<file path="src/rtl/pfr_pkg.sv">
// Package for the parameter frame receiver.
// Holds status codes, frame byte positions and the result item type.
// No dependencies.
package pfr_pkg;

   localparam logic [1:0] StatusAccepted = 2'd0;
   localparam logic [1:0] StatusRejected = 2'd1;
   localparam logic [1:0] StatusIgnored  = 2'd2;
   localparam logic [1:0] StatusResetReq = 2'd3;

   localparam logic [3:0] PosHeader   = 4'd0;
   localparam logic [3:0] PosLength   = 4'd1;
   localparam logic [3:0] PosZero     = 4'd3;
   localparam logic [3:0] PosCheck    = 4'd4;
   localparam logic [3:0] PosIndex    = 4'd5;
   localparam logic [3:0] PosValue0   = 4'd7;
   localparam logic [3:0] PosValue1   = 4'd8;
   localparam logic [3:0] PosValue2   = 4'd9;
   localparam logic [3:0] PosValue3   = 4'd10;
   localparam logic [3:0] FrameMinLen = 4'd11;

   localparam logic [7:0] CheckByte4 = 8'h5A;
   localparam logic [7:0] ResetIndex = 8'hFF;

   localparam logic csr_header = 1'b0;
   localparam logic csr_slots  = 1'b1;

   typedef struct packed {
      logic [1:0]  status;
      logic [3:0]  slot;
      logic [31:0] value_bits;
      logic [15:0] received_bits;
      logic        all_received;
   } result_type;

endpackage

</file>
<file path="src/rtl/parameter_frame_receiver_core.sv">
// Parameter frame receiver, top level: input register, configuration
// registers and result register around pfr_frame_engine; uses pfr_pkg.
// A frame's last byte passes the input register, then the result register.
// Throughput: one byte per cycle; the input register drains into the frame
// engine while a result waits, and only a second result stalls the input.
// Reset (synchronous, active high) clears the configuration, frame state and mask.
module parameter_frame_receiver_core import pfr_pkg::*; #(
   parameter int MAX_SLOTS = 16
) (
   input  logic        clock,
   input  logic        reset,
   input  logic        req_valid,
   output logic        req_stall,
   input  logic [7:0]  req_rx_byte,
   input  logic        req_frame_end,
   output logic        rsp_valid,
   input  logic        rsp_stall,
   output logic [1:0]  rsp_status,
   output logic [3:0]  rsp_slot,
   output logic [31:0] rsp_value_bits,
   output logic [15:0] rsp_received_bits,
   output logic        rsp_all_received,
   input  logic        csr_we,
   input  logic        csr_index,
   input  logic [7:0]  csr_wdata
);

   logic       in_valid_ff;
   logic [7:0] in_byte_ff;
   logic       in_end_ff;
   logic [7:0] header_ff;
   logic [4:0] slots_ff;
   logic       rsp_valid_ff;
   result_type rsp_ff;
   result_type result;
   logic       advance, out_free, req_take;

   assign out_free  = !rsp_valid_ff || !rsp_stall;
   assign advance   = in_valid_ff && (!in_end_ff || out_free);
   assign req_stall = in_valid_ff && !advance;
   assign req_take  = req_valid && !req_stall;

   pfr_frame_engine #(
      .MAX_SLOTS (MAX_SLOTS)
   ) u_engine (
      .clock        (clock),
      .reset        (reset),
      .step         (advance),
      .rx_byte      (in_byte_ff),
      .frame_end    (in_end_ff),
      .header_byte  (header_ff),
      .slots_in_use (slots_ff),
      .result       (result)
   );

   always_ff @(posedge clock) begin
      if (reset) begin
         header_ff <= '0;
         slots_ff  <= '0;
      end else if (csr_we) begin
         case (csr_index)
            csr_header: header_ff <= csr_wdata;
            csr_slots:  slots_ff  <= csr_wdata[4:0];
            default: begin
            end
         endcase
      end
   end

   always_ff @(posedge clock) begin
      if (reset) begin
         in_valid_ff <= 1'b0;
      end else if (req_take) begin
         in_valid_ff <= 1'b1;
      end else if (advance) begin
         in_valid_ff <= 1'b0;
      end
   end

   always_ff @(posedge clock) begin
      if (req_take) begin
         in_byte_ff <= req_rx_byte;
         in_end_ff  <= req_frame_end;
      end
   end

   always_ff @(posedge clock) begin
      if (reset) begin
         rsp_valid_ff <= 1'b0;
      end else if (advance && in_end_ff) begin
         rsp_valid_ff <= 1'b1;
      end else if (!rsp_stall) begin
         rsp_valid_ff <= 1'b0;
      end
   end

   always_ff @(posedge clock) begin
      if (advance && in_end_ff) begin
         rsp_ff <= result;
      end
   end

   assign rsp_valid         = rsp_valid_ff;
   assign rsp_status        = rsp_ff.status;
   assign rsp_slot          = rsp_ff.slot;
   assign rsp_value_bits    = rsp_ff.value_bits;
   assign rsp_received_bits = rsp_ff.received_bits;
   assign rsp_all_received  = rsp_ff.all_received;

endmodule

</file>
<file path="src/rtl/pfr_frame_engine.sv">
// Frame tracking and verdict logic for the parameter frame receiver.
// Keeps the per-frame state and the received slot mask; uses pfr_pkg.
module pfr_frame_engine import pfr_pkg::*; #(
   parameter int MAX_SLOTS = 16
) (
   input  logic        clock,
   input  logic        reset,
   input  logic        step,
   input  logic [7:0]  rx_byte,
   input  logic        frame_end,
   input  logic [7:0]  header_byte,
   input  logic [4:0]  slots_in_use,
   output result_type  result
);

   localparam int MaskW = (MAX_SLOTS > 16) ? MAX_SLOTS : 16;
   localparam logic [5:0] MaxSlots = 6'(MAX_SLOTS);

   logic [3:0]           pos_ff, pos_in;
   logic                 chk_ff, chk_in;
   logic [7:0]           idx_ff, idx_in;
   logic [31:0]          val_ff, val_in;
   logic [MAX_SLOTS-1:0] mask_ff, mask_in;
   logic [MAX_SLOTS-1:0] full_mask, sel_mask, mask_set;
   logic [5:0]           n_slots;
   logic [MaskW-1:0]     mask_wide;
   logic                 frame_ok, in_range, all_hit;

   always_comb begin
      chk_in = chk_ff;
      idx_in = idx_ff;
      val_in = val_ff;
      case (pos_ff)
         PosHeader: begin
            if (rx_byte != header_byte) chk_in = 1'b0;
         end
         PosLength: begin
            if (rx_byte != {1'b0, slots_in_use, 2'b00}) chk_in = 1'b0;
         end
         PosZero: begin
            if (rx_byte != 8'd0) chk_in = 1'b0;
         end
         PosCheck: begin
            if (rx_byte != CheckByte4) chk_in = 1'b0;
         end
         PosIndex: begin
            idx_in = rx_byte;
         end
         PosValue0, PosValue1, PosValue2, PosValue3: begin
            val_in = {rx_byte, val_ff[31:8]};
         end
         default: begin
         end
      endcase
      pos_in = (pos_ff < FrameMinLen) ? pos_ff + 4'd1 : pos_ff;
   end

   always_comb begin
      n_slots = ({1'b0, slots_in_use} > MaxSlots) ? MaxSlots : {1'b0, slots_in_use};
      for (int i = 0; i < MAX_SLOTS; i++) begin
         full_mask[i] = (6'(i) < n_slots);
         sel_mask[i]  = (idx_in == 8'(i + 1));
      end
      frame_ok = (pos_in == FrameMinLen) && chk_in;
      in_range = (idx_in != 8'd0) && (idx_in <= {2'b00, n_slots});
      mask_set = in_range ? (mask_ff | sel_mask) : mask_ff;
      all_hit  = (idx_in != ResetIndex || in_range) && (mask_set == full_mask);

      result        = '0;
      result.status = StatusRejected;
      mask_in       = mask_ff;
      if (frame_ok) begin
         if (in_range) begin
            result.status     = StatusAccepted;
            result.slot       = idx_in[3:0] - 4'd1;
            result.value_bits = val_in;
         end else if (idx_in == ResetIndex) begin
            result.status = StatusResetReq;
         end else begin
            result.status = StatusIgnored;
         end
         mask_in = all_hit ? '0 : mask_set;
         result.all_received = all_hit;
      end
      mask_wide            = MaskW'(mask_in);
      result.received_bits = mask_wide[15:0];
   end

   always_ff @(posedge clock) begin
      if (reset) begin
         pos_ff  <= '0;
         chk_ff  <= 1'b1;
         idx_ff  <= '0;
         val_ff  <= '0;
         mask_ff <= '0;
      end else if (step) begin
         if (frame_end) begin
            pos_ff  <= '0;
            chk_ff  <= 1'b1;
            idx_ff  <= '0;
            val_ff  <= '0;
            mask_ff <= mask_in;
         end else begin
            pos_ff <= pos_in;
            chk_ff <= chk_in;
            idx_ff <= idx_in;
            val_ff <= val_in;
         end
      end
   end

endmodule

</file>
<file path="config.mk">
export PLATFORM = sky130hd
export DESIGN_NAME = parameter_frame_receiver_core
export DESIGN_NICKNAME = d
export VERILOG_FILES = /design/src/rtl/pfr_pkg.sv /design/src/rtl/parameter_frame_receiver_core.sv /design/src/rtl/pfr_frame_engine.sv
export SDC_FILE = /design/constraint.sdc
export NUM_CORES = 1
export LEC_CHECK = 0
export BUFFER_PORTS_ARGS = -buffer_cell sky130_fd_sc_hd__clkbuf_2
export CAP_MARGIN = 40
export CORE_MARGIN = 3
export CORE_UTILIZATION = 33
export DETAILED_ROUTE_END_ITERATION = 16
export GPL_TIMING_DRIVEN = 0
export PLACE_DENSITY = 0.61
export REMOVE_ABC_BUFFERS = 1
export SYNTH_ARGS = -nofsm -noshare
export SYNTH_HDL_FRONTEND = slang
export SYNTH_SLANG_ARGS = --single-unit
</file>
<file path="constraint.sdc">
create_clock -name clock -period 8.45 [get_ports clock]
set_clock_uncertainty 0.1 [all_clocks]
set_input_delay 1.2675 -clock clock [delete_from_list [all_inputs] [get_ports clock]]
set_output_delay 1.2675 -clock clock [all_outputs]
set_load 0.01 [all_outputs]
</file>
==> results of run 1 <==
worst min path at each step:
stage                     slack (ps)                          from                            to  cells past startpoint
after floorplan                  340  u_engine.chk_ff$_SDFFE_PP1P_  u_engine.chk_ff$_SDFFE_PP1P_                      1
after global placement           350  u_engine.chk_ff$_SDFFE_PP1P_  u_engine.chk_ff$_SDFFE_PP1P_                      1
after detailed placement         350  u_engine.chk_ff$_SDFFE_PP1P_  u_engine.chk_ff$_SDFFE_PP1P_                      1
after CTS                        370  u_engine.chk_ff$_SDFFE_PP1P_  u_engine.chk_ff$_SDFFE_PP1P_                      1
after global routing             380     header_ff[6]$_SDFFE_PP0P_     header_ff[6]$_SDFFE_PP0P_                      2
final                            360  u_engine.chk_ff$_SDFFE_PP1P_  u_engine.chk_ff$_SDFFE_PP1P_                      1
registers in the layout, indices dropped and copies added (netlist names), 2 cells and up:
register           cells
header_ff              8
in_byte_ff             8
rsp_received_bits     16
rsp_slot               4
rsp_status             2
rsp_value_bits        32
slots_ff               5
u_engine.idx_ff        8
u_engine.mask_ff      16
u_engine.pos_ff        4
u_engine.val_ff       32
stage by stage:
stage                     power, uW  instances
after floorplan                 783        712
after global placement          814       1061
after detailed placement        818       1069
after CTS                      1590       1101
after global routing           1630       1101
final                          1580       1101
synthesized netlist by cell type, types with 5 or more instances:
cell type | count | area, um2
sky130_fd_sc_hd__ha_1 | 14 | 175
sky130_fd_sc_hd__a22oi_1 | 43 | 323
sky130_fd_sc_hd__nor3b_1 | 5 | 37.5
sky130_fd_sc_hd__a41oi_1 | 9 | 78.8
sky130_fd_sc_hd__nor2_1 | 111 | 417
sky130_fd_sc_hd__and3_1 | 8 | 50.1
sky130_fd_sc_hd__and2_1 | 27 | 169
sky130_fd_sc_hd__nand2_1 | 120 | 450
sky130_fd_sc_hd__xnor2_1 | 7 | 61.3
sky130_fd_sc_hd__clkbuf_1 | 45 | 169
sky130_fd_sc_hd__edfxtp_1 | 64 | 1920
sky130_fd_sc_hd__dfxtp_1 | 76 | 1520
sky130_fd_sc_hd__xor2_1 | 15 | 131
sky130_fd_sc_hd__mux2i_1 | 5 | 50.1
sky130_fd_sc_hd__nor3_1 | 6 | 30.0
sky130_fd_sc_hd__inv_1 | 11 | 41.3
sky130_fd_sc_hd__a21oi_1 | 89 | 445
sky130_fd_sc_hd__nor2b_1 | 5 | 31.3
sky130_fd_sc_hd__nand3_1 | 12 | 60.1
sky130_fd_sc_hd__nand4_1 | 10 | 62.6
sky130_fd_sc_hd__o21ai_0 | 9 | 45.0
sky130_fd_sc_hd__nand2b_1 | 6 | 37.5
cell usage in the layout (no fill, tap or decap), types with 3 or more instances in the layout:
cell / n
sky130_fd_sc_hd__xnor2_1: 7
sky130_fd_sc_hd__a21oi_1: 89
sky130_fd_sc_hd__and3_1: 8
sky130_fd_sc_hd__nand4_1: 10
sky130_fd_sc_hd__nor4_1: 4
sky130_fd_sc_hd__a22oi_1: 43
sky130_fd_sc_hd__o21a_1: 3
sky130_fd_sc_hd__inv_1: 10
sky130_fd_sc_hd__clkinv_4: 3
sky130_fd_sc_hd__a31oi_1: 4
sky130_fd_sc_hd__a41oi_1: 9
sky130_fd_sc_hd__nor3b_1: 5
sky130_fd_sc_hd__nand2_1: 120
sky130_fd_sc_hd__buf_8: 4
sky130_fd_sc_hd__mux2i_1: 5
sky130_fd_sc_hd__nor2_1: 110
sky130_fd_sc_hd__inv_6: 3
sky130_fd_sc_hd__nor3_1: 6
sky130_fd_sc_hd__and4_1: 3
sky130_fd_sc_hd__xor2_1: 15
sky130_fd_sc_hd__nor2b_1: 5
sky130_fd_sc_hd__dfxtp_1: 76
sky130_fd_sc_hd__mux2_4: 3
sky130_fd_sc_hd__clkbuf_16: 19
sky130_fd_sc_hd__nand3_1: 12
sky130_fd_sc_hd__clkbuf_2: 78
sky130_fd_sc_hd__nand2b_1: 6
sky130_fd_sc_hd__ha_1: 14
sky130_fd_sc_hd__and2_1: 27
sky130_fd_sc_hd__a311oi_1: 4
sky130_fd_sc_hd__edfxtp_1: 64
sky130_fd_sc_hd__o21ai_0: 9
worst register-to-register path: cells and delay by family, from the launching register on:
kind	cells	cell delay, ps
mux	1	450
compound gates	1	650
simple gates	8	2390
buf+inv	1	210
fa+ha+maj	2	710
flops	1	470
cell families after synthesis:
logic type               Yosys count  synth area share (%)
AO/OA/AOI/OAI                    182                  16.8
XOR/XNOR                          22                  2.79
adder cells (fa/ha/maj)           14                  2.53
buffers and inverters             67                  4.20
flip-flops                       140                  49.8
multiplexers                       9                  1.54
AND/OR/NAND/NOR                  333                  22.4
area by class of cell:
cell class	instances	area, um2	area share, %
well taps	270	338	4.14
clock inverters	11	118	1.44
inverters	12	45.0	0.552
flip-flops and latches	140	3440	42.2
multi-input cells	560	3190	39.1
clock buffers	21	503	6.16
repair buffers	87	520	6.38
metal layers:
layer	GRT usage (%)	part of all wire, %	up-vias
met1	21.3	46	2748
met2	23.6	46	169
li1	-	-	2830
met4	6.12	1.6	0
met5	0	0	-
met3	3.08	5.8	21
power groups by stage:
stage               combinational [uW]  sequential (uW)  clock [uW]
detailed placement                73.9              744           0
finish                            74.5              729         773
CTS                               74.3              729         787
global placement                  69.8              745           0
floorplan                         42.9              740           0
global route                      83.0              731         817
==> run summary, run 1 <==
The synthesized design contains 64 enable-type register cells. For the total count of hold-check failures in the final report, the log shows 0. TritonCTS built the clock tree. The accumulated negative setup slack was 0 ps; the total inserted antenna cells was 0. After technology mapping, the gate count stands at 767. Of the available clock period, the critical path in the final layout requires 62.2%. The logs give 0 for the number of setup buffers added after CTS and 49.8% for the portion of the post-synthesis area used by sequential elements. The final-layout fill cell count was 2060. Per report_power, the clock group accounts for 49.0% of the total. The largest fanout of any net on the critical path was 16; the clock transition at the registers of the reported paths was 60 ps. The initial antenna violation count is 0.

Wires add up to 17.6 mm. OpenSTA, run right after detailed placement, puts the worst setup slack at 3370 ps. The run gives 22700 um2 as the area enclosed by the die boundary. The combinational power share came out at 4.7%.

Critical path startpoint: u_engine.pos_ff[0]$_SDFFE_PP0P_. At the pin with the least slew margin, the transition time is 836 ps. In the post-route analysis, the smallest setup slack over all paths is 3190 ps. The slack of the worst reg-to-reg path is 3190 ps, and the unique cell type count in the Yosys netlist is 64.

The die is 151 um wide. The launch instance of the worst register-to-register path is u_engine.pos_ff[0]$_SDFFE_PP0P_. The leftover overflow at the end of global routing came out at 0. The buffers plus inverters on the worst setup path came out at 1. Traced cell by cell, the critical path runs through ha_1, and3b_1, mux2i_1, inv_1, ha_1, nand2_1, nor4_1, or4b_1, a2111oi_0, and3_1, and4_1, and3_1, nor2_1. The data required time at the worst endpoint was 8500 ps; the via count of the first global-routing pass was 5310.

The instance area after placement is 7540 um2, and the number of maximum-capacitance constraint violations is 0. The largest single stage delay on the critical path is 650 ps. Of the cells placed in the final design, the portion with a size suffix greater than 1 is 16.6%. For the area of the core region, the log shows 20400 um2. The logs give 52 for the number of standard-cell rows in the floorplan and 0.876 for the final weighted congestion of routability-driven global placement. The post-synthesis instance area is 6920 um2. The first detailed-routing pass took 6 iterations.

The post-layout utilization of the core is 39.9%, and the number of logic stages on the critical path including buffering is 13. The most critical setup path has its endpoint at rsp_received_bits[6]$_DFFE_PP_. Count of warnings emitted by yosys: 0.

The maximum resistive drop on vdd is 0.134 mV, and the count of antenna-violating nets left after detailed routing is 0. The I/O pin count came out at 80. The end of the worst register-to-register path is rsp_received_bits[6]$_DFFE_PP_. In this run the tightest slew margin relative to its limit is 43.9%. For this configuration, the core starts out at a cell density of 33.9%. The clock passes through at most 2 buffers.

STA classifies the critical path endpoint as a register. Internal power comes to 1210 uW. Setup repair after global routing left no endpoint under its margin. The flow ran to the end, and the final reports show no timing, DRC or antenna violations. Relative to the synthesized area, the layout overhead comes to 18.0%.

After the last flow step, the layout net total stands at 855. For this design the ratio of total power to cell area is 193 nW/um2. The count of port buffers added during placement was 79; the sequential fraction of design power was 46.2%. The class of the tightest hold or removal check is register to register. Switching power as a share of total power: 23.5%. The tools report the half-perimeter wire length after placement as 11.8 mm. The worst setup path is of the register to register kind.

Data on the critical path arrives at its endpoint at 5310 ps. The first global-routing pass estimated 27.8 mm of wire. Count of hold-fix buffers inserted at cts: 0. In the global route stage, overall resource usage came out at 15.4%.

The depth of the worst register-to-register path is 13, and the number of buffers created by CTS is 17. After synthesis, the mean cell area works out to 9.02 um2. The detailed router finished its first iteration with 549 violations.

The finished cells cover 8160 um2. After detailed routing, the number of remaining DRC violations is 0. The run gives 0 as the final count of negative-setup-slack endpoints. The tools report the number of pins with negative max-slew slack in the final report as 0. The die is 151 um tall. The routed wirelength normalized by instance count was 16.0 um. Grouping stages by cell kind, the critical path spends the most delay in simple AND/OR/NAND/NOR gates.

The tools report the type of element launching the critical path as a register. Subtracting the final worst setup slack from the clock period gives 5260 ps. Number of flip-flops and latches in the synthesized netlist: 140. The later pin in the worst-skew pair is clocked with a latency of 430 ps.

The largest net degree at the start of global routing came out at 76. In this run the static leakage power is 0.00312 uW. The number of gates resized after CTS was 0. On the final layout, the worst hold slack is 362 ps.

The run gives 0.190 GHz as the achievable clock frequency. Buffer cell driving the clock tree root: sky130_fd_sc_hd__clkbuf_16. In this run the power spent charging and discharging nets is 371 uW. The most common flop cell mapped by yosys is sky130_fd_sc_hd__dfxtp_1.

The ratio of routed vias to standard cells was 5.24. For this design, the slowest cell found on the critical path is sky130_fd_sc_hd__a2111oi_0. The number of clock sinks was 140.

The clock tree synthesis step divided the H-tree into 4 levels. Of all flip-flops after synthesis, the portion carrying an async set or reset was 0%. The overall via count from detail_route was 5768.
No activity file was read; power rests on OpenSTA's default activity.
==> inputs of run 2 (changes only) <==
==> constraint.sdc (replaced) <==
create_clock -name clock -period 5.1 [get_ports clock]
set_clock_uncertainty 0.1 [all_clocks]
set_input_delay 0.765 -clock clock [delete_from_list [all_inputs] [get_ports clock]]
set_output_delay 0.765 -clock clock [all_outputs]
set_load 0.01 [all_outputs]
==> run 2 against run 1 <==
Via count down 0.43%. Routed wire length decreased by 0.26%. Largest power group unchanged. Register-to-register slack worse by 2900 ps. Clock-buffer cell count unchanged. Worst hold slack better by 1.0 ps. Cell count unchanged. Die area is the same. Setup slack got worse by 2900 ps. Highest routed layer is now met5. Sequential cell count is the same. Cell area up 0.12%.
==> run summary, run 2 (same netlist as run 1, synthesis figures left out) <==
Post-route minimum period: 4810 ps (-447 ps). The synthesis-to-layout area growth was 18.1%; the global-route wire length before repair was 27.8 mm (about the same). The insertion delay to the later sink of the worst-skew pair was 430 ps (about the same); the largest incremental delay on the critical path was 460 ps (-190 ps). The total inserted antenna cells came out at 0 (unchanged). The actual slew at the worst max-slew pin came out at 820 ps (-15.4 ps).

For the met1 demand-to-capacity share in global routing, the log shows 21.3% (about the same). The flow ran to the end, and the final reports show no timing, DRC or antenna violations. The largest fanout of any net on the critical path was 16 (unchanged). Post-route standard cell area excluding fillers: 8170 um2 (+0.12%). For the number of setup buffers added after CTS, the log shows 0 (unchanged).

Total power density per cell area: 320 nW/um2 (+66%). STA classifies the critical path endpoint as a register. Setup repair after global routing left no endpoint under its margin.

The logs give 33.9% (unchanged) for the initial core utilization and 0.876 (unchanged) for the final weighted congestion of routability-driven global placement. The logs give 22700 um2 (unchanged) for the area enclosed by the die boundary and 3440 um2 (unchanged) for the sequential standard cell area. The signal on the critical path passes through ha_1, and3b_2, mux2i_1, inv_1, ha_1, nor2b_1, o211ai_1, a21o_1, and2_1, a311oi_1, a311oi_1, and3_1, and3_2, nor2_1.

The data required time at the worst endpoint is 5170 ps (-3330 ps), and the combined global-route utilization of all metal layers is 15.4% (about the same). The routed wirelength normalized by instance count was 15.9 um (-0.26%). The tools report the instance area after placement as 7540 um2 (unchanged).

Clock tree synthesis selected as its root buffer the cell sky130_fd_sc_hd__clkbuf_16. The run gives 0.00312 uW (about the same) as the reported leakage power. The run gives 0 (unchanged) as the count of antenna-violating nets left after detailed routing. The I/O pin count is 80 (unchanged). The logs give 23.6% (unchanged) for the routing usage on met2 and 855 (unchanged) for the number of nets in the layout. Among cell families on the critical path, the largest total delay comes from simple AND/OR/NAND/NOR gates. The type of the setup path with the least slack was register to register.

The count of port buffers added during placement is 79 (unchanged). The number of maximum-capacitance constraint violations was 0 (unchanged); the worst-case clock buffer depth was 2 (unchanged). The largest net degree at the start of global routing is 76 (unchanged). The run gives 0 (unchanged) as the leftover overflow at the end of global routing. STA classifies the critical path startpoint as a register. For the DRC violation count after routing, the log shows 0 (unchanged). Commonest non-fill, non-tap cell in the layout: sky130_fd_sc_hd__nand2_1. The maximum resistive drop on vdd was 0.223 mV (+66%); the overall via count from detail_route was 5743 (-0.43%). The tools report the area occupied by multi-input gates as 3200 um2 (+0.31%). Leaving out fill and tap cells, the most frequent cells in the layout are sky130_fd_sc_hd__nand2_1 (120), sky130_fd_sc_hd__nor2_1 (110), sky130_fd_sc_hd__a21oi_1 (89). For the number of standard-cell rows in the floorplan, the log shows 52 (unchanged). The run gives 45.0% (+1.0 points) as the relative slew slack. The chip height is 151 um (unchanged), and the total count of hold-check failures in the final report is 0 (unchanged). TritonCTS built the clock tree.

The initial detailed-routing violation count is 546 (-0.55%). The data arrival time of the worst path was 4880 ps (-430 ps). The largest individual stage delay along the critical path comes from the cell sky130_fd_sc_hd__dfxtp_1. For the number of H-tree levels, the log shows 4 (unchanged). The tools report the detailed-router iteration count before antenna repair as 6 (unchanged). The clock transition at the registers of the reported paths was 60 ps (about the same). Class of the tightest hold or removal check: register to register. Number of pins with negative max-slew slack in the final report: 0 (unchanged). The horizontal extent of the die came out at 151 um (unchanged). The number of buffers created by CTS was 17 (unchanged); the buffers plus inverters on the worst setup path was 1 (unchanged). The number of clock sinks came out at 140 (unchanged). The post-route fraction of the period consumed by the critical path was 94.3% (+32 points); the via count of the first global-routing pass was 5307 (-0.056%).

The ratio of routed vias to standard cells is 5.22 (-0.43%), and the achievable clock frequency is 0.208 GHz (+9.3%). For the half-perimeter wire length after placement, the log shows 11.8 mm (unchanged). The tools report the initial antenna violation count as 1 (+1).

The final-layout fill cell count is 2059 (-0.049%), and the count of hold-fix buffers inserted at cts is 0 (unchanged). The share of post-route cells with drive strength above 1 came out at 17.0% (+0.36 points). The met3 usage in global routing is 3.08% (unchanged), and the final wirelength is 17.6 mm (-0.26%). The tools report the final count of negative-setup-slack endpoints as 0 (unchanged). The logs give 0 ps (unchanged) for the accumulated negative setup slack and 20400 um2 (unchanged) for the area of the core region.

The tools report the post-layout utilization of the core as 40.0% (+0.049 points). Most utilized layer in the global route result: met2.
-- run 2: power breakdown --
part           leakage [uW]  internal (uW)  total (uW)  switching [uW]
Sequential          0.00130           1180        1210            23.9
Clock              0.000305            768        1280             513
Combinational       0.00152           45.3         124            79.0
Total               0.00312           2000        2610             616
-- run 2: worst reg2reg max path, stage by stage (launching register included) --
cell,delay (ps)
sky130_fd_sc_hd__dfxtp_1,460
sky130_fd_sc_hd__ha_1,350
sky130_fd_sc_hd__and3b_2,390
sky130_fd_sc_hd__mux2i_1,430
sky130_fd_sc_hd__inv_1,210
sky130_fd_sc_hd__ha_1,340
sky130_fd_sc_hd__nor2b_1,130
sky130_fd_sc_hd__o211ai_1,150
sky130_fd_sc_hd__a21o_1,350
sky130_fd_sc_hd__and2_1,370
sky130_fd_sc_hd__a311oi_1,160
sky130_fd_sc_hd__a311oi_1,380
sky130_fd_sc_hd__and3_1,240
sky130_fd_sc_hd__and3_2,400
sky130_fd_sc_hd__nor2_1,100
-- run 2: per-stage QoR --
step	hold slack (ps)	total power [uW]	setup WS (ps)	instances
final	363	2610	289	1101
after global routing	383	2700	31.0	1101
after CTS	366	2640	168	1101
after detailed placement	352	1360	18.2	1069
after global placement	348	1350	-57.5	1061
after floorplan	336	1300	1020	712
-- run 2: layout make-up --
| type | count | area share [%] |
|---|---|---|
| inverters | 12 | 0.551 |
| clock inverters | 11 | 1.44 |
| multi-input cells | 560 | 39.2 |
| flip-flops and latches | 140 | 42.1 |
| well taps | 270 | 4.13 |
| repair buffers | 87 | 6.37 |
| clock buffers | 21 | 6.16 |
-- run 2: worst paths after layout --
path                                   start                             end  slack, ps  depth (start not counted)
min             u_engine.chk_ff$_SDFFE_PP1P_    u_engine.chk_ff$_SDFFE_PP1P_        360                          1
max          u_engine.pos_ff[0]$_SDFFE_PP0P_  rsp_received_bits[6]$_DFFE_PP_        290                         14
min reg2reg     u_engine.chk_ff$_SDFFE_PP1P_    u_engine.chk_ff$_SDFFE_PP1P_        360                          1
max reg2reg  u_engine.pos_ff[0]$_SDFFE_PP0P_  rsp_received_bits[6]$_DFFE_PP_        290                         14
-- run 2: layer usage --
metal | up-vias | wire length [um]
li1 | 2836 | -
met1 | 2745 | 8150
met2 | 138 | 8240
met3 | 22 | 882
met4 | 2 | 268
met5 | - | 13
-- run 2: repair_timing --
item,in CTS,in global routing
gates resized for setup,1,3
gates cloned,0,0
hold endpoints to repair,0,0
pin swaps,0,0
setup endpoints to repair,15,33
==> inputs of run 3 (changes only) <==
--- a/config.mk
+++ b/config.mk
@@ -5,6 +5,7 @@
 export SDC_FILE = /design/constraint.sdc
 export NUM_CORES = 1
 export LEC_CHECK = 0
+export ABC_AREA = 1
 export BUFFER_PORTS_ARGS = -buffer_cell sky130_fd_sc_hd__clkbuf_2
 export CAP_MARGIN = 40
 export CORE_MARGIN = 3
==> run 3 against run 2 <==
Sequential share of layout area is 2.1 points lower. Sequential cell count stayed put. Sequential power hardly changed. Area after synthesis is 4.5% higher. Routed wire length is 1.4% lower. First-iteration DRC count is 15% lower. Critical path type unchanged. Combinational power is 32% higher. Worst hold slack worse by 8.8 ps.
==> run summary, run 3 <==
The tools report the initial antenna violation count as 0 (-1). The run gives 0 (unchanged) as the number of pins with negative max-slew slack in the final report. The initial core utilization came out at 34.0% (+0.088 points). The chip height was 154 um (+2.1%). The run gives 17 (unchanged) as the number of buffers created by CTS. The total routed wire length on the met1 layer is 8.45 mm (+3.8%).

The async set-or-reset flop fraction in the synthesized netlist was 0% (unchanged). STA classifies the critical path startpoint as a register. The hold path depth was 2 (+1). The count of antenna-violating nets left after detailed routing was 0 (unchanged).

The largest net degree at the start of global routing was 37 (-51%); the post-route fraction of the period consumed by the critical path was 89.0% (-5.3 points). The run gives 5930 (+12%) as the via count of the first global-routing pass. The most frequent cell after synthesis was sky130_fd_sc_hd__nand2_1. The clock transition at the registers of the reported paths came out at 60 ps (about the same). The post-route minimum period is 4540 ps (-271 ps). The run gives 763 um (-13%) as the sum of met3 wire segment lengths after detailed routing. Setup repair after global routing left no endpoint under its margin. Terminating pin of the worst hold path: u_engine.mask_ff[12]$_SDFFE_PP0P_. The slack of the worst reg-to-reg path was 560 ps (+270 ps).

The post-layout instance count excluding filler cells is 1330 (+21%), and the area share of the largest cell type after synthesis is 26.6% (-1.2 points). The count of port buffers added during placement was 79 (unchanged). The final wirelength is 17.3 mm (-1.4%), and the portion of the post-synthesis area used by sequential elements is 47.6% (-2.1 points).

Class of the tightest hold or removal check: register to register. The routed wirelength normalized by instance count works out to 13.0 um (-18%). The commonest non-fill, non-tap cell in the layout is sky130_fd_sc_hd__nand2_1.

The tools report the relative slew slack as 45.3% (+0.29 points). The root buffer cell chosen for the clock tree is sky130_fd_sc_hd__clkbuf_16. The ratio of routed vias to standard cells came out at 4.70 (-10%).

Half-perimeter wire length after placement: 12.1 mm (+2.9%). The global-route wire length before repair is 29.2 mm (+5.0%), and the number of synthesized flops with an enable pin is 64 (unchanged). The final count of negative-setup-slack endpoints was 0 (unchanged).

By area the synthesized netlist is led by sky130_fd_sc_hd__edfxtp_1 (27%), sky130_fd_sc_hd__dfxtp_1 (21%), sky130_fd_sc_hd__nand2_1 (13%), sky130_fd_sc_hd__inv_1 (7.7%), sky130_fd_sc_hd__nor2_1 (6.8%). For the total inserted antenna cells, the log shows 0 (unchanged). For the synthesized instance count, the log shows 968 (+26%). The endpoint identified for the worst register-to-register timing path is rsp_received_bits[5]$_DFFE_PP_. Post-synthesis instance area: 7230 um2 (+4.5%). After synthesis, the most frequently instantiated cells are sky130_fd_sc_hd__nand2_1 (244), sky130_fd_sc_hd__inv_1 (149), sky130_fd_sc_hd__nor2_1 (130), sky130_fd_sc_hd__dfxtp_1 (76), sky130_fd_sc_hd__o21ai_0 (68).

The largest fanout of any net on the critical path is 33 (+17), and the synthesis-to-layout area growth is 18.9%. The worst setup path is captured at a register. The number of flip-flops and latches in the synthesized netlist works out to 140 (unchanged). Reported leakage power: 0.00370 uW (+18%). Routed wire length on met2: 7.82 mm (-5.1%). The final worst hold slack was 354 ps (-8.82 ps). The run gives 1079 (+26%) as the number of nets in the layout.

The data arrival time of the worst path is 4620 ps (-260 ps). The most common flop cell mapped by yosys is sky130_fd_sc_hd__dfxtp_1. The number of clock sinks was 140 (unchanged).

The leftover overflow at the end of global routing was 0 (unchanged). By startpoint and endpoint, the worst setup path is classified as register to register. For the post-layout utilization of the core, the log shows 40.4% (+0.37 points). The accumulated negative setup slack was 0 ps (unchanged).

The startpoint identified for the worst hold timing path is u_engine.mask_ff[12]$_SDFFE_PP0P_. The biggest area contributor in the post-synthesis netlist is sky130_fd_sc_hd__edfxtp_1. The logs give 0.226 mV (+1.3%) for the maximum resistive drop on vdd and 53 (+1.9%) for the number of standard-cell rows in the floorplan. The run finished with clean final reports. The share of post-route cells with drive strength above 1 was 15.1% (-1.9 points); the achievable clock frequency was 0.220 GHz (+6.0%). The run gives 462 (-15%) as the initial detailed-routing violation count. For the number of setup buffers added after CTS, the log shows 0 (unchanged). The run gives 1298 (+21%) as the count of placed standard cells including taps. In this run the top signal layer used is met4. The instance area after placement is 8000 um2 (+6.1%), and the post-route standard cell area excluding fillers is 8590 um2 (+5.2%).

For the detailed-router iteration count before antenna repair, the log shows 4 (-2). The average size of a mapped cell came out at 7.47 um2 (-17%). The number of maximum-capacitance constraint violations is 0 (unchanged), and the worst-case clock buffer depth is 2 (unchanged). Depth of the worst register-to-register path: 24 (+10). Horizontal extent of the die: 154 um (+2.1%).

For the data required time at the worst endpoint, the log shows 5180 ps (about the same). The insertion delay to the later sink of the worst-skew pair was 430 ps (about the same). In the layout the commonest cells are sky130_fd_sc_hd__nand2_1 (244), sky130_fd_sc_hd__inv_1 (148), sky130_fd_sc_hd__nor2_1 (130). TritonCTS built the clock tree. I/O pin count: 80 (unchanged). The overall via count from detail_route is 6245 (+8.7%), and the count of warnings emitted by yosys is 0 (unchanged). In this run the critical register-to-register path is launched from u_engine.pos_ff[1]$_SDFFE_PP0P_. For the area enclosed by the die boundary, the log shows 23700 um2 (+4.3%). The total power density per cell area is 303 nW/um2 (-5.2%). The final weighted congestion of routability-driven global placement is 0.884 (+0.86%), and the area of the core region is 21300 um2 (+4.2%). The unique cell type count in the Yosys netlist was 36 (-44%). For the number of H-tree levels, the log shows 4 (unchanged).

The DRC violation count after routing came out at 0 (unchanged). The total count of hold-check failures in the final report is 0 (unchanged). The combined global-route utilization of all metal layers is 14.9% (-0.42 points), and the actual slew at the worst max-slew pin is 821 ps (+0.641 ps).
run 3: changes by cell type in the layout (fill, tap and decap cells not counted), moves of 6 or more:
cell / change
sky130_fd_sc_hd__inv_1: +138
sky130_fd_sc_hd__a21oi_1: -53
sky130_fd_sc_hd__xor2_1: -14
sky130_fd_sc_hd__nand3_1: +41
sky130_fd_sc_hd__nor2_1: +20
sky130_fd_sc_hd__o21ai_0: +57
sky130_fd_sc_hd__a22oi_1: -43
sky130_fd_sc_hd__and2_1: -27
sky130_fd_sc_hd__nand2_1: +124
sky130_fd_sc_hd__nand2b_1: -6
sky130_fd_sc_hd__and3_1: -7
sky130_fd_sc_hd__o22ai_1: +27
sky130_fd_sc_hd__or2_2: +11
sky130_fd_sc_hd__a41oi_1: -9
run 3: critical path, stage by stage (launching register included):
cell                      delay, ps
sky130_fd_sc_hd__dfxtp_1        330
sky130_fd_sc_hd__inv_1          140
sky130_fd_sc_hd__ha_1           410
sky130_fd_sc_hd__nand3_4        270
sky130_fd_sc_hd__o21ai_1        380
sky130_fd_sc_hd__inv_1          210
sky130_fd_sc_hd__ha_1           350
sky130_fd_sc_hd__nand2_1         70
sky130_fd_sc_hd__nand2_1         40
sky130_fd_sc_hd__nand2_1         50
sky130_fd_sc_hd__nand2_1         40
sky130_fd_sc_hd__nand2_1         70
sky130_fd_sc_hd__nand2_1         50
sky130_fd_sc_hd__nand2_1        100
sky130_fd_sc_hd__nand2_1         70
sky130_fd_sc_hd__nor2_2         420
sky130_fd_sc_hd__nand2_1        190
sky130_fd_sc_hd__nand3_1        120
sky130_fd_sc_hd__nand2_1         50
sky130_fd_sc_hd__nand2_1         50
sky130_fd_sc_hd__nand2_1         60
sky130_fd_sc_hd__nor2_2         150
sky130_fd_sc_hd__nand3_4        330
sky130_fd_sc_hd__nand2_1        160
sky130_fd_sc_hd__inv_1           50
run 3: logic make-up (layout without fill, tap and decap cells):
logic type	after synthesis	after routing	share of synthesized area, %
AOI/OAI and AO/OA	145	145	11.1
xor gates and xnor gates	5	5	0.606
adders and majority gates	14	14	2.42
buffers and inverters	188	275	10.3
DFF	140	140	47.6
and+or+nand+nor	476	476	27.9
run 3: timing repair:
action | CTS | global route
hold buffers | 0 | 0
resized for setup | 0 | 3
endpoints found under the setup margin | 0 | 33
run 3: how the worst max path moves through the flow:
stage	startpoint	to	slack, ps
after floorplan	u_engine.pos_ff[1]$_SDFFE_PP0P_	u_engine.val_ff[0]$_SDFFE_PP0P_	300
after global placement	u_engine.pos_ff[1]$_SDFFE_PP0P_	u_engine.val_ff[5]$_SDFFE_PP0P_	-1610
after detailed placement	u_engine.pos_ff[1]$_SDFFE_PP0P_	rsp_received_bits[3]$_DFFE_PP_	120
after CTS	u_engine.pos_ff[1]$_SDFFE_PP0P_	rsp_received_bits[5]$_DFFE_PP_	100
after global routing	u_engine.pos_ff[1]$_SDFFE_PP0P_	rsp_received_bits[3]$_DFFE_PP_	20
final	u_engine.pos_ff[1]$_SDFFE_PP0P_	rsp_received_bits[5]$_DFFE_PP_	560
run 3: per-layer routing:
layer,global-route usage (%),up-vias
met5,0,-
met4,4.63,0
met3,3.43,19
met2,23.6,136
met1,20.4,2849
li1,-,3241
run 3: report_power, final:
part           internal (uW)  switching, uW  total (uW)
combinational           56.1            108         164
sequential              1190           17.6        1210
clock                    688            544        1230
total                   1940            670        2610
run 3: layout make-up:
cell class / instances / area, um2
clock buffer: 17 / 425
clock inverter: 15 / 156
fill: 2184 / 12700
tap: 275 / 344
sequential: 140 / 3440
multi-input combinational: 640 / 3060
inverter: 155 / 582
timing repair buffer: 88 / 583
run 3: stage by stage:
step / setup slack, ps / power [uW]
finish: 560 / 2610
global route: 22.7 / 2700
CTS: 98.6 / 2630
detailed placement: 118 / 1400
global placement: -1610 / 1390
floorplan: 299 / 1330
